**config.mk**
```make
export PLATFORM = sky130hd
export DESIGN_NAME = pcvb_queue
export DESIGN_NICKNAME = d
export VERILOG_FILES = /design/src/rtl/core/pcvb_pkg.sv /design/src/rtl/core/pcvb_queue.sv
export SDC_FILE = /design/constraint.sdc
export NUM_CORES = 1
export LEC_CHECK = 0
export ABC_AREA = 1
export BUFFER_PORTS_ARGS = -buffer_cell sky130_fd_sc_hd__buf_4
export CORE_UTILIZATION = 57
export CTS_CLUSTER_SIZE = 16
export DETAILED_ROUTE_END_ITERATION = 10
export PLACE_DENSITY = 0.85
export SKIP_LAST_GASP = 1
export SYNTH_ARGS = -nofsm -noshare
export SYNTH_HDL_FRONTEND = slang
export SYNTH_SLANG_ARGS = --single-unit
```
**constraint.sdc**
```tcl
create_clock -name clock -period 3.2 [get_ports clock]
set_input_delay 0.16 -clock clock [delete_from_list [all_inputs] [get_ports clock]]
set_output_delay 0.16 -clock clock [all_outputs]
set_load 0.01 [all_outputs]
```
**src/rtl/core/pcvb_pkg.sv**
```systemverilog
package pcvb_pkg;

   localparam int GRID_X     = 512;
   localparam int GRID_Y     = 512;
   localparam int GRID_Z     = 1;
   localparam int VOXEL_CAP  = 16384;
   localparam int MAX_POINTS = 64;

   localparam int NUM_CELLS = GRID_X * GRID_Y * GRID_Z;
   localparam int CELL_AW   = (NUM_CELLS > 1) ? $clog2(NUM_CELLS) : 1;
   localparam int VOX_AW    = (VOXEL_CAP > 1) ? $clog2(VOXEL_CAP) : 1;

   localparam int COORD_W    = 20;
   localparam int DIFF_W     = COORD_W + 1;
   localparam int INV_W      = 16;
   localparam int PROD_W     = DIFF_W + INV_W + 1;
   localparam int FRAC_W     = 16;
   localparam int CELLQ_W    = PROD_W - FRAC_W;
   localparam int VLIM_W     = 15;
   localparam int PLIM_W     = 7;
   localparam int CX_W       = 9;
   localparam int CY_W       = 9;
   localparam int CZ_W       = 4;
   localparam int VIDX_W     = 14;
   localparam int SLOT_W     = 6;
   localparam int TOTAL_W    = 15;
   localparam int FILL_W     = 7;
   localparam int STATUS_W   = 3;
   localparam int CSR_IDX_W  = 3;
   localparam int CSR_DATA_W = 20;

   localparam int QUEUE_DEPTH = 4;
   localparam int QUEUE_AW    = $clog2(QUEUE_DEPTH);

   typedef enum logic [STATUS_W-1:0] {
      ST_EXISTING = 3'd0,
      ST_NEW      = 3'd1,
      ST_RANGE    = 3'd2,
      ST_FULL     = 3'd3,
      ST_LIMIT    = 3'd4
   } status_type;

   typedef enum logic [CSR_IDX_W-1:0] {
      REG_ORIGIN_X     = 3'd0,
      REG_ORIGIN_Y     = 3'd1,
      REG_ORIGIN_Z     = 3'd2,
      REG_INV_SIZE_X   = 3'd3,
      REG_INV_SIZE_Y   = 3'd4,
      REG_INV_SIZE_Z   = 3'd5,
      REG_VOXEL_LIMIT  = 3'd6,
      REG_POINTS_LIMIT = 3'd7
   } reg_index_type;

   typedef struct packed {
      logic signed [COORD_W-1:0] origin_x;
      logic signed [COORD_W-1:0] origin_y;
      logic signed [COORD_W-1:0] origin_z;
      logic [INV_W-1:0]          inv_size_x;
      logic [INV_W-1:0]          inv_size_y;
      logic [INV_W-1:0]          inv_size_z;
      logic [VLIM_W-1:0]         voxel_limit;
      logic [PLIM_W-1:0]         points_limit;
   } cfg_type;

   localparam cfg_type CFG_RESET = '{
      origin_x:     20'sd0,
      origin_y:     -20'sd10158,
      origin_z:     -20'sd768,
      inv_size_x:   16'd1600,
      inv_size_y:   16'd1600,
      inv_size_z:   16'd64,
      voxel_limit:  15'd12000,
      points_limit: 7'd32
   };

   // classified point as handed from front to back
   typedef struct packed {
      logic               first;
      logic               on_grid;
      logic [CX_W-1:0]    cx;
      logic [CY_W-1:0]    cy;
      logic [CZ_W-1:0]    cz;
      logic [CELL_AW-1:0] addr;
   } entry_type;

   typedef struct packed {
      status_type         status;
      logic [VIDX_W-1:0]  voxel_index;
      logic [SLOT_W-1:0]  point_slot;
      logic [CX_W-1:0]    cell_x;
      logic [CY_W-1:0]    cell_y;
      logic [CZ_W-1:0]    cell_z;
      logic [TOTAL_W-1:0] voxels_used;
   } result_type;

endpackage

```
**src/rtl/core/pcvb_queue.sv**
```systemverilog
module pcvb_queue (
   input  logic                clock,
   input  logic                reset,
   input  logic                push_valid,
   output logic                push_ready,
   input  pcvb_pkg::entry_type push_entry,
   output logic                pop_valid,
   input  logic                pop_ready,
   output pcvb_pkg::entry_type pop_entry
);
   import pcvb_pkg::*;

   entry_type             slots_ff [QUEUE_DEPTH];
   logic [QUEUE_AW-1:0]   wr_ptr_ff, wr_ptr_in;
   logic [QUEUE_AW-1:0]   rd_ptr_ff, rd_ptr_in;
   logic [QUEUE_AW:0]     count_ff, count_in;
   logic                  do_push, do_pop;

   assign push_ready = (count_ff != (QUEUE_AW+1)'(QUEUE_DEPTH));
   assign pop_valid  = (count_ff != '0);
   assign do_push    = push_valid && push_ready;
   assign do_pop     = pop_valid && pop_ready;
   assign pop_entry  = slots_ff[rd_ptr_ff];

   always_comb begin
      wr_ptr_in = do_push ? wr_ptr_ff + 1'b1 : wr_ptr_ff;
      rd_ptr_in = do_pop ? rd_ptr_ff + 1'b1 : rd_ptr_ff;
      count_in  = count_ff;
      if (do_push && !do_pop) begin
         count_in = count_ff + 1'b1;
      end else if (do_pop && !do_push) begin
         count_in = count_ff - 1'b1;
      end
   end

   always_ff @(posedge clock) begin
      if (reset) begin
         wr_ptr_ff <= '0;
         rd_ptr_ff <= '0;
         count_ff  <= '0;
      end else begin
         wr_ptr_ff <= wr_ptr_in;
         rd_ptr_ff <= rd_ptr_in;
         count_ff  <= count_in;
      end
      if (do_push) begin
         slots_ff[wr_ptr_ff] <= push_entry;
      end
   end

endmodule

```
==> flow_summary.toml <==
[run_status]
status = "completed"

[placed_design]
io_buffers = 89
gp_congestion = 0.8286
hpwl_mm = 7.820
pre_cts_ws_ps = 995.1

[layout]
areaGrowthSynthToFinish_pct = 26.78
antenna_cells = 0
nNetsFinal = 661
drive_above_1_share_pct = 21.26

[die]
die_height_um = 110.4
die_w_um = 110.4
placementRows = 39
fp.coreArea_sq_um = 11420
start_util_pct = 58.65
io_pins = 90
die-area_sq_um = 12190

[global_routing]
grt_start_max_net_pins = 85
grt_pass1_vias = 4323
gr-total-overflow = 0
grt_first_pass_wirelength_mm = 21.22
grt_util_all_layers_pct = 24.64
antenna_found_initial = 0

[logic_synthesis]
synth_top_area_share_pct = 75.34
synth_common_cells = "edfxtp_1 (168), nor2_1 (98), o21ai_0 (62), o22ai_1 (42), o21ai_1 (23)"
async_flop_share_pct = 0
netlist_instances = 474
ys_seq_elements = 177
seq_area_frac_synth_pct = 78.03
yosys_warnings = 0
synth.most_common_cell = "edfxtp_1"
synth_area_sq_um = 6696
synth_area_leaders = "edfxtp_1 (75%), nor2_1 (5.5%), o21ai_0 (4.6%)"
synthDistinctLibCells = 18
yosys_most_used_dff = "edfxtp_1"
avgSynthCellArea_sq_um = 14.13
syn-num-nets = 526
synth_edf_count = 168
yosys.area.top_type = "edfxtp_1"

[cts]
clock_path_buffers = 2
cts_tree = "built"
cts_resized = 0
numCtsBuffers = 17
root_buffer = "clkbuf_16"
clk_latency_ps = 420
h-tree-depth = 4
cts.sinks = 177
clk_pin_slew_ps = 60

[detailed_routing]
via_per_inst = 5.694
drt_iter0_drc = 402
first_pass_iters = 5
avgRoutedWirePerCell_um = 18.48
wirelength_mm = 14.12
drcViolationCount = 0
routed-via-count = 4350
antenna_left = 0

[setup_path]
r2r-end = "slots_ff[2][1]"
worstReg2RegStart = "count_ff[0]"
regToRegSetupSlack_ps = 990
arrival_ps = 2150
crit_path_end_kind = "primary output"
worstSetupPathType = "reg2out"
worstPathMaxFanout = 84
crit_end = "pop_entry[5]"
critPathLaunchType = "register"
critPathRequiredTime_ps = 3040
reg2regPathDepth = 5

[timing]
setup_violations = 0
tightest_slew_ps = 804.1
max-slew-margin-rel_pct = 46.39
fin_ws_ps = 893.7
timing.fmax_mhz = 433.6
clock_skew_ps = 5.773
tns_ps = 0
min_period_ps = 2306
rsz0062_at_grt = "false"
slew_violations = 0
period_share_pct = 72.07
hold_viol_final = 0

[power]
powerDensity_nw_per_um2 = 781.5
vdd_drop_max_mv = 0.7067
p_leak_nw = 3.065

[min_path]
holdCritPathClass = "in2reg"
hold_depth = 4

[flow_run]
drv_cap = 0
per-layer routing:
metal	vias up	GRT usage [%]	share of wire [%]	routed length (um)
met3	24	5.644	6.8	967
li1	2024	-	-	-
met1	2112	29.41	38	5330
met4	0	11.84	1.9	272
met2	190	42.32	53	7548
met5	-	0	0	0
through the flow:
stage / cell area (sq um) / hold slack (ps) / total power [mW] / std cells / util (%)
2_1_floorplan: 6696 / 229.1 / 3.905 / 474 / -
3_3_place_gp: 7485 / 354.7 / 4.532 / 690 / 65.55
3_5_place_dp: 7485 / 361.8 / 4.602 / 690 / 65.55
4_1_cts: 8489 / 28.83 / 6.654 / 764 / 74.35
5_1_grt: 8489 / 42.23 / 6.938 / 764 / 74.35
6_report: 8489 / 42.12 / 6.634 / 764 / 74.35
layout by cell type (no fill, tap or decap):
master / count
a21oi_1: 3
buf_4: 99
bufinv_16: 3
clkbuf_1: 2
clkbuf_16: 17
clkinv_1: 3
clkinv_2: 3
clkinv_4: 1
clkinvlp_4: 1
dfxtp_1: 8
dfxtp_2: 1
dlygate4sd3_1: 43
edfxtp_1: 168
fa_1: 1
ha_1: 5
inv_1: 14
inv_2: 2
inv_6: 1
nand2_1: 15
nand3_1: 4
nand3b_1: 1
nor2_1: 94
nor2_4: 4
o21ai_0: 62
o21ai_1: 23
o22ai_1: 42
xor2_1: 1
worst max-delay path: stages, from the launching register on:
cell,delay [ps]
dfxtp_2,330
buf_4,620
o21ai_0,260
o22ai_1,320
buf_4,180
power by group:
part | switching (mW) | internal [mW]
registers | 0.0763 | 2.82
clock network | 0.796 | 1.21
logic | 1.05 | 0.683
cells by family (layout without fill, tap and decap cells):
| group | count (synthesis) | in the layout | synth area share, % |
|---|---|---|---|
| DFF | 177 | 177 | 78.03 |
| and+or+nand+nor | 118 | 118 | 6.745 |
| AOI/OAI and AO/OA | 130 | 130 | 10.50 |
| adders and majority gates | 6 | 6 | 1.233 |
| xor gates and xnor gates | 1 | 1 | 0.1308 |
| buffers and inverters | 42 | 189 | 3.363 |
sequential cells by signal, summed over array words and instances (netlist names), named ones only:
register,cells
rd_ptr_ff,2
wr_ptr_ff,2
count_ff,3
slots_ff,168
worst min path at each step:
stage                   endpoint        from
global placement        register       reset
floorplan               register       reset
global route        wr_ptr_ff[1]  push_valid
detailed placement  rd_ptr_ff[0]       reset
CTS                 wr_ptr_ff[0]  push_valid
finish              wr_ptr_ff[0]  push_valid
area by class of cell:
cell class,count,area [sq um]
fill,682,2929
timing repair buffer,142,1174
clock inverter,12,141.4
tap,143,178.9
multi-input combinational,255,1276
inverter,16,60.06
clock buffer,19,432.9
sequential,177,5226
what timing repair did:
item                                   CTS  global route
buffers inserted                         0             0
endpoints found under the hold margin  173             0
hold buffers                            43             0
(Power assumes the default switching activity.)
