--- src/rtl/core/pcvb_pkg.sv ---
package pcvb_pkg;

   localparam int GRID_X     = 512;
   localparam int GRID_Y     = 512;
   localparam int GRID_Z     = 1;
   localparam int VOXEL_CAP  = 16384;
   localparam int MAX_POINTS = 64;

   localparam int NUM_CELLS = GRID_X * GRID_Y * GRID_Z;
   localparam int CELL_AW   = (NUM_CELLS > 1) ? $clog2(NUM_CELLS) : 1;
   localparam int VOX_AW    = (VOXEL_CAP > 1) ? $clog2(VOXEL_CAP) : 1;

   localparam int COORD_W    = 20;
   localparam int DIFF_W     = COORD_W + 1;
   localparam int INV_W      = 16;
   localparam int PROD_W     = DIFF_W + INV_W + 1;
   localparam int FRAC_W     = 16;
   localparam int CELLQ_W    = PROD_W - FRAC_W;
   localparam int VLIM_W     = 15;
   localparam int PLIM_W     = 7;
   localparam int CX_W       = 9;
   localparam int CY_W       = 9;
   localparam int CZ_W       = 4;
   localparam int VIDX_W     = 14;
   localparam int SLOT_W     = 6;
   localparam int TOTAL_W    = 15;
   localparam int FILL_W     = 7;
   localparam int STATUS_W   = 3;
   localparam int CSR_IDX_W  = 3;
   localparam int CSR_DATA_W = 20;

   localparam int QUEUE_DEPTH = 4;
   localparam int QUEUE_AW    = $clog2(QUEUE_DEPTH);

   typedef enum logic [STATUS_W-1:0] {
      ST_EXISTING = 3'd0,
      ST_NEW      = 3'd1,
      ST_RANGE    = 3'd2,
      ST_FULL     = 3'd3,
      ST_LIMIT    = 3'd4
   } status_type;

   typedef enum logic [CSR_IDX_W-1:0] {
      REG_ORIGIN_X     = 3'd0,
      REG_ORIGIN_Y     = 3'd1,
      REG_ORIGIN_Z     = 3'd2,
      REG_INV_SIZE_X   = 3'd3,
      REG_INV_SIZE_Y   = 3'd4,
      REG_INV_SIZE_Z   = 3'd5,
      REG_VOXEL_LIMIT  = 3'd6,
      REG_POINTS_LIMIT = 3'd7
   } reg_index_type;

   typedef struct packed {
      logic signed [COORD_W-1:0] origin_x;
      logic signed [COORD_W-1:0] origin_y;
      logic signed [COORD_W-1:0] origin_z;
      logic [INV_W-1:0]          inv_size_x;
      logic [INV_W-1:0]          inv_size_y;
      logic [INV_W-1:0]          inv_size_z;
      logic [VLIM_W-1:0]         voxel_limit;
      logic [PLIM_W-1:0]         points_limit;
   } cfg_type;

   localparam cfg_type CFG_RESET = '{
      origin_x:     20'sd0,
      origin_y:     -20'sd10158,
      origin_z:     -20'sd768,
      inv_size_x:   16'd1600,
      inv_size_y:   16'd1600,
      inv_size_z:   16'd64,
      voxel_limit:  15'd12000,
      points_limit: 7'd32
   };

   // classified point as handed from front to back
   typedef struct packed {
      logic               first;
      logic               on_grid;
      logic [CX_W-1:0]    cx;
      logic [CY_W-1:0]    cy;
      logic [CZ_W-1:0]    cz;
      logic [CELL_AW-1:0] addr;
   } entry_type;

   typedef struct packed {
      status_type         status;
      logic [VIDX_W-1:0]  voxel_index;
      logic [SLOT_W-1:0]  point_slot;
      logic [CX_W-1:0]    cell_x;
      logic [CY_W-1:0]    cell_y;
      logic [CZ_W-1:0]    cell_z;
      logic [TOTAL_W-1:0] voxels_used;
   } result_type;

endpackage

--- src/rtl/core/pcvb_front.sv ---
module pcvb_front (
   input  logic                            clock,
   input  logic                            reset,
   input  pcvb_pkg::cfg_type               cfg,
   input  logic                            in_valid,
   output logic                            in_ready,
   input  logic                            in_first,
   input  logic signed [pcvb_pkg::COORD_W-1:0] in_x,
   input  logic signed [pcvb_pkg::COORD_W-1:0] in_y,
   input  logic signed [pcvb_pkg::COORD_W-1:0] in_z,
   output logic                            out_valid,
   input  logic                            out_ready,
   output pcvb_pkg::entry_type             out_entry
);
   import pcvb_pkg::*;

   logic                     s1_valid_ff, s1_valid_in;
   logic                     s1_first_ff;
   logic signed [DIFF_W-1:0] dx_ff, dy_ff, dz_ff;
   logic                     s2_valid_ff, s2_valid_in;
   logic                     s2_first_ff;
   logic signed [PROD_W-1:0] px_ff, py_ff, pz_ff;
   logic signed [PROD_W-1:0] px_in, py_in, pz_in;
   logic                     advance;
   logic [CELLQ_W-1:0]       qx, qy, qz;
   logic                     ok_x, ok_y, ok_z;

   assign advance  = !(s2_valid_ff && !out_ready);
   assign in_ready = advance;

   always_comb begin
      s1_valid_in = advance ? in_valid : s1_valid_ff;
      s2_valid_in = advance ? s1_valid_ff : s2_valid_ff;
      px_in = dx_ff * $signed({1'b0, cfg.inv_size_x});
      py_in = dy_ff * $signed({1'b0, cfg.inv_size_y});
      pz_in = dz_ff * $signed({1'b0, cfg.inv_size_z});
   end

   always_ff @(posedge clock) begin
      if (reset) begin
         s1_valid_ff <= 1'b0;
         s2_valid_ff <= 1'b0;
      end else begin
         s1_valid_ff <= s1_valid_in;
         s2_valid_ff <= s2_valid_in;
      end
      if (advance) begin
         s1_first_ff <= in_first;
         dx_ff <= DIFF_W'(in_x) - DIFF_W'(cfg.origin_x);
         dy_ff <= DIFF_W'(in_y) - DIFF_W'(cfg.origin_y);
         dz_ff <= DIFF_W'(in_z) - DIFF_W'(cfg.origin_z);
         s2_first_ff <= s1_first_ff;
         px_ff <= px_in;
         py_ff <= py_in;
         pz_ff <= pz_in;
      end
   end

   // arithmetic shift by the fraction width is an exact floor
   assign qx = px_ff[PROD_W-1:FRAC_W];
   assign qy = py_ff[PROD_W-1:FRAC_W];
   assign qz = pz_ff[PROD_W-1:FRAC_W];

   assign ok_x = !qx[CELLQ_W-1] && (qx < CELLQ_W'(GRID_X));
   assign ok_y = !qy[CELLQ_W-1] && (qy < CELLQ_W'(GRID_Y));
   assign ok_z = !qz[CELLQ_W-1] && (qz < CELLQ_W'(GRID_Z));

   always_comb begin
      out_entry.first    = s2_first_ff;
      out_entry.on_grid  = ok_x && ok_y && ok_z;
      out_entry.cx       = qx[CX_W-1:0];
      out_entry.cy       = qy[CY_W-1:0];
      out_entry.cz       = qz[CZ_W-1:0];
      out_entry.addr     = CELL_AW'(qz[CZ_W-1:0])
                         + CELL_AW'(qy[CY_W-1:0]) * CELL_AW'(GRID_Z)
                         + CELL_AW'(qx[CX_W-1:0]) * CELL_AW'(GRID_Y * GRID_Z);
   end

   assign out_valid = s2_valid_ff;

endmodule

--- config.mk ---
export PLATFORM = sky130hd
export DESIGN_NAME = pcvb_front
export DESIGN_NICKNAME = d
export VERILOG_FILES = /design/src/rtl/core/pcvb_pkg.sv /design/src/rtl/core/pcvb_front.sv
export SDC_FILE = /design/constraint.sdc
export NUM_CORES = 2
export LEC_CHECK = 0
export CAP_MARGIN = 20
export CORE_MARGIN = 2
export CORE_UTILIZATION = 45
export DETAILED_ROUTE_END_ITERATION = 6
export DONT_BUFFER_PORTS = 1
export GPL_TIMING_DRIVEN = 0
export PLACE_DENSITY = 0.61
export SLEW_MARGIN = 10
export SYNTH_ARGS = -nofsm -noshare
export SYNTH_HDL_FRONTEND = slang
export SYNTH_SLANG_ARGS = --single-unit
--- constraint.sdc ---
create_clock -name clock -period 10.2 [get_ports clock]
set_input_delay 0.51 -clock clock [delete_from_list [all_inputs] [get_ports clock]]
set_output_delay 0.51 -clock clock [all_outputs]
set_load 0.01 [all_outputs]
==> impl_metrics.ini <==
[min_path]
whs_path_depth = 1
min_to = out_valid
hp-class = input pin to flip-flop
min-delay-start = reset

[logic_synthesis]
synth_most_common_cell = inv_1
synth_flop_cell = edfxtp_1
avgSynthCellArea_um2 = 9.30
syn-num-nets = 6190
synth_edf_count = 131
synth.distinct_cells = 69
ys_top_cells_by_area = fa_1 46%, inv_1 11%, ha_1 9.9%
synthArstFlopShare = 0
ys_seq_elements = 133
yosys-top-cells-count = 1303 x inv_1, 1003 x fa_1, 647 x nand2_1
synth_top_area_frac = 0.464
syn_inst = 4649
mappedNetlistArea_um2 = 43200
ys_seq_area_frac = 0.0919
synth_top_cell_by_area = fa_1
ys_warn_count = 0

[die]
pin_count = 239
die_x_um = 314
core_um2 = 95200
dieArea_um2 = 98600
rows = 113
initial_core_util = 0.454
die_y_um = 314

[route]
post_drt_wl_per_cell_um = 17.8
drtAntennaViolNets = 0
routed_wl_um = 106000
num_vias = 29600
drcViolationCount = 0
drt_iter0_drc = 1669
vias_per_cell = 4.97
dr.pass1.iters = 6

[clock_network]
insertion_delay_ps = 500
cts.sinks = 133
cts-buffers-inserted = 17
htreeDepth = 4
clk_pin_slew_ps = 80
postCtsSetupRepairBufs = 0
ctsHoldBuffers = 0
cts_buffer_depth = 2
cts-root-buf = clkbuf_16
cts-resized-gates = 0
cts_tree = yes

[critical_path]
crit_path_max_fanout = 10
r2r_start = dy_ff[8]
cp.required_ps = 10470
crit_type = flip-flop to flip-flop
r2r_cells = 20
cp-start-kind = flip-flop
crit_path_end_kind = flip-flop
cp.arrival_ps = 7970
reg2reg_to = py_ff[36]
rrSetupSlack_ps = 2490

[global_routing]
grt_pass1_wl_um = 174000
grt_pass1_vias = 32000
grt_usage = 0.229
antenna_found_initial = 2
grt_overflow = 0
grt_max_degree = 58

[sta]
min_period_over_period = 0.756
finalSetupViolations = 0
fin_crit_ps = 7710
slew_violations = 0
tns_ps = 0
hold_viol_final = 0
slew_headroom = 0.391
worst_pin_slew_ps = 906
skew_ps = 23.0
rsz0062_at_grt = no
max_freq_mhz = 130

[run]
maxCapViolCount = 0

[status]
outcome = finished, final reports clean

[finish]
fillCellCount = 9124
diodes = 0
syn2layout_area_growth_pct = 5.24
drive_above_1_share = 0.0194
nets = 6212

[placement]
numPortBuffers = 0
dp_hpwl_um = 90500
gp_routability_congestion = 0.918
registers in the layout, summed over array words and instances, names as in the netlist:
name,count
dx_ff,21
dy_ff,21
dz_ff,21
out_valid,1
px_ff,22
py_ff,22
pz_ff,22
s1_first_ff,1
s1_valid_ff,1
s2_first_ff,1
final cells by class:
cell class | count | area, um2 | share of cell area
Sequential cell | 133 | 3970 | 0.0873
Timing Repair Buffer | 3 | 55.1 | 0.00121
Clock inverter | 15 | 194 | 0.00426
Buffer | 182 | 769 | 0.0169
Clock buffer | 17 | 425 | 0.00935
Multi-Input combinational cell | 3031 | 33600 | 0.739
Tap cell | 1265 | 1580 | 0.0348
Inverter | 1303 | 4890 | 0.107
cell families after synthesis:
group                    share of synthesized area
AO/OA/AOI/OAI                               0.0428
AND/OR/NAND/NOR                              0.141
XOR/XNOR                                    0.0290
adder cells (fa/ha/maj)                      0.564
flip-flops                                  0.0919
buffers and inverters                        0.131
multiplexers                              0.000232
cells in the final DEF, fill, tap and decap left out, types with 82 or more instances in the layout:
| cell | count |
|---|---|
| inv_1 | 1303 |
| fa_1 | 1003 |
| nand2_1 | 647 |
| and2_1 | 402 |
| ha_1 | 343 |
| clkbuf_1 | 158 |
| edfxtp_1 | 131 |
| xnor2_1 | 110 |
| a21oi_1 | 84 |
| nor2_1 | 82 |
per-stage QoR:
stage               hold WS [ps]   util  instances  worst slack (ps)  cell area (um2)
finish                      81.0  0.478       5949              2490            45500
floorplan                    400      -       4649              3900            43200
detailed placement           412  0.472       5917              2570            44900
global route                53.0  0.478       5949              2180            45500
global placement             400  0.471       5914              2580            44800
CTS                         39.7  0.478       5949              2460            45500
worst max-delay path by stage:
| stage | endpoint | cells after the start | from | slack [ps] |
|---|---|---|---|---|
| final | py_ff[36] | 20 | dy_ff[8] | 2490 |
| after global routing | py_ff[36] | 20 | dy_ff[8] | 2180 |
| after CTS | py_ff[36] | 20 | dy_ff[8] | 2460 |
| after detailed placement | py_ff[36] | 20 | dy_ff[8] | 2570 |
| after global placement | py_ff[36] | 20 | dy_ff[8] | 2580 |
| after floorplan | px_ff[37] | 24 | cfg[62] | 3900 |
critical path, stage by stage (launching register included):
cell and delay (ps):
edfxtp_1 590, clkbuf_1 580, nand2_1 170, fa_1 530
fa_1 490, fa_1 530, fa_1 560, inv_1 50
fa_1 510, fa_1 440, ha_1 330, o211ai_1 90
nor2_1 190, nand4_1 150, a21boi_1 430, a211oi_2 200
o21ai_2 420, a211oi_2 190, o31ai_2 480, o22ai_1 180
xnor2_1 340
routing by layer:
metal	part of all wire	GRT usage
met5	0	0
met4	0.023	0.0567
met3	0.065	0.0393
met2	0.48	0.383
met1	0.43	0.308
Power is not shown: default switching activity piles up to over one toggle a cycle in this logic, so the estimate is an artifact.
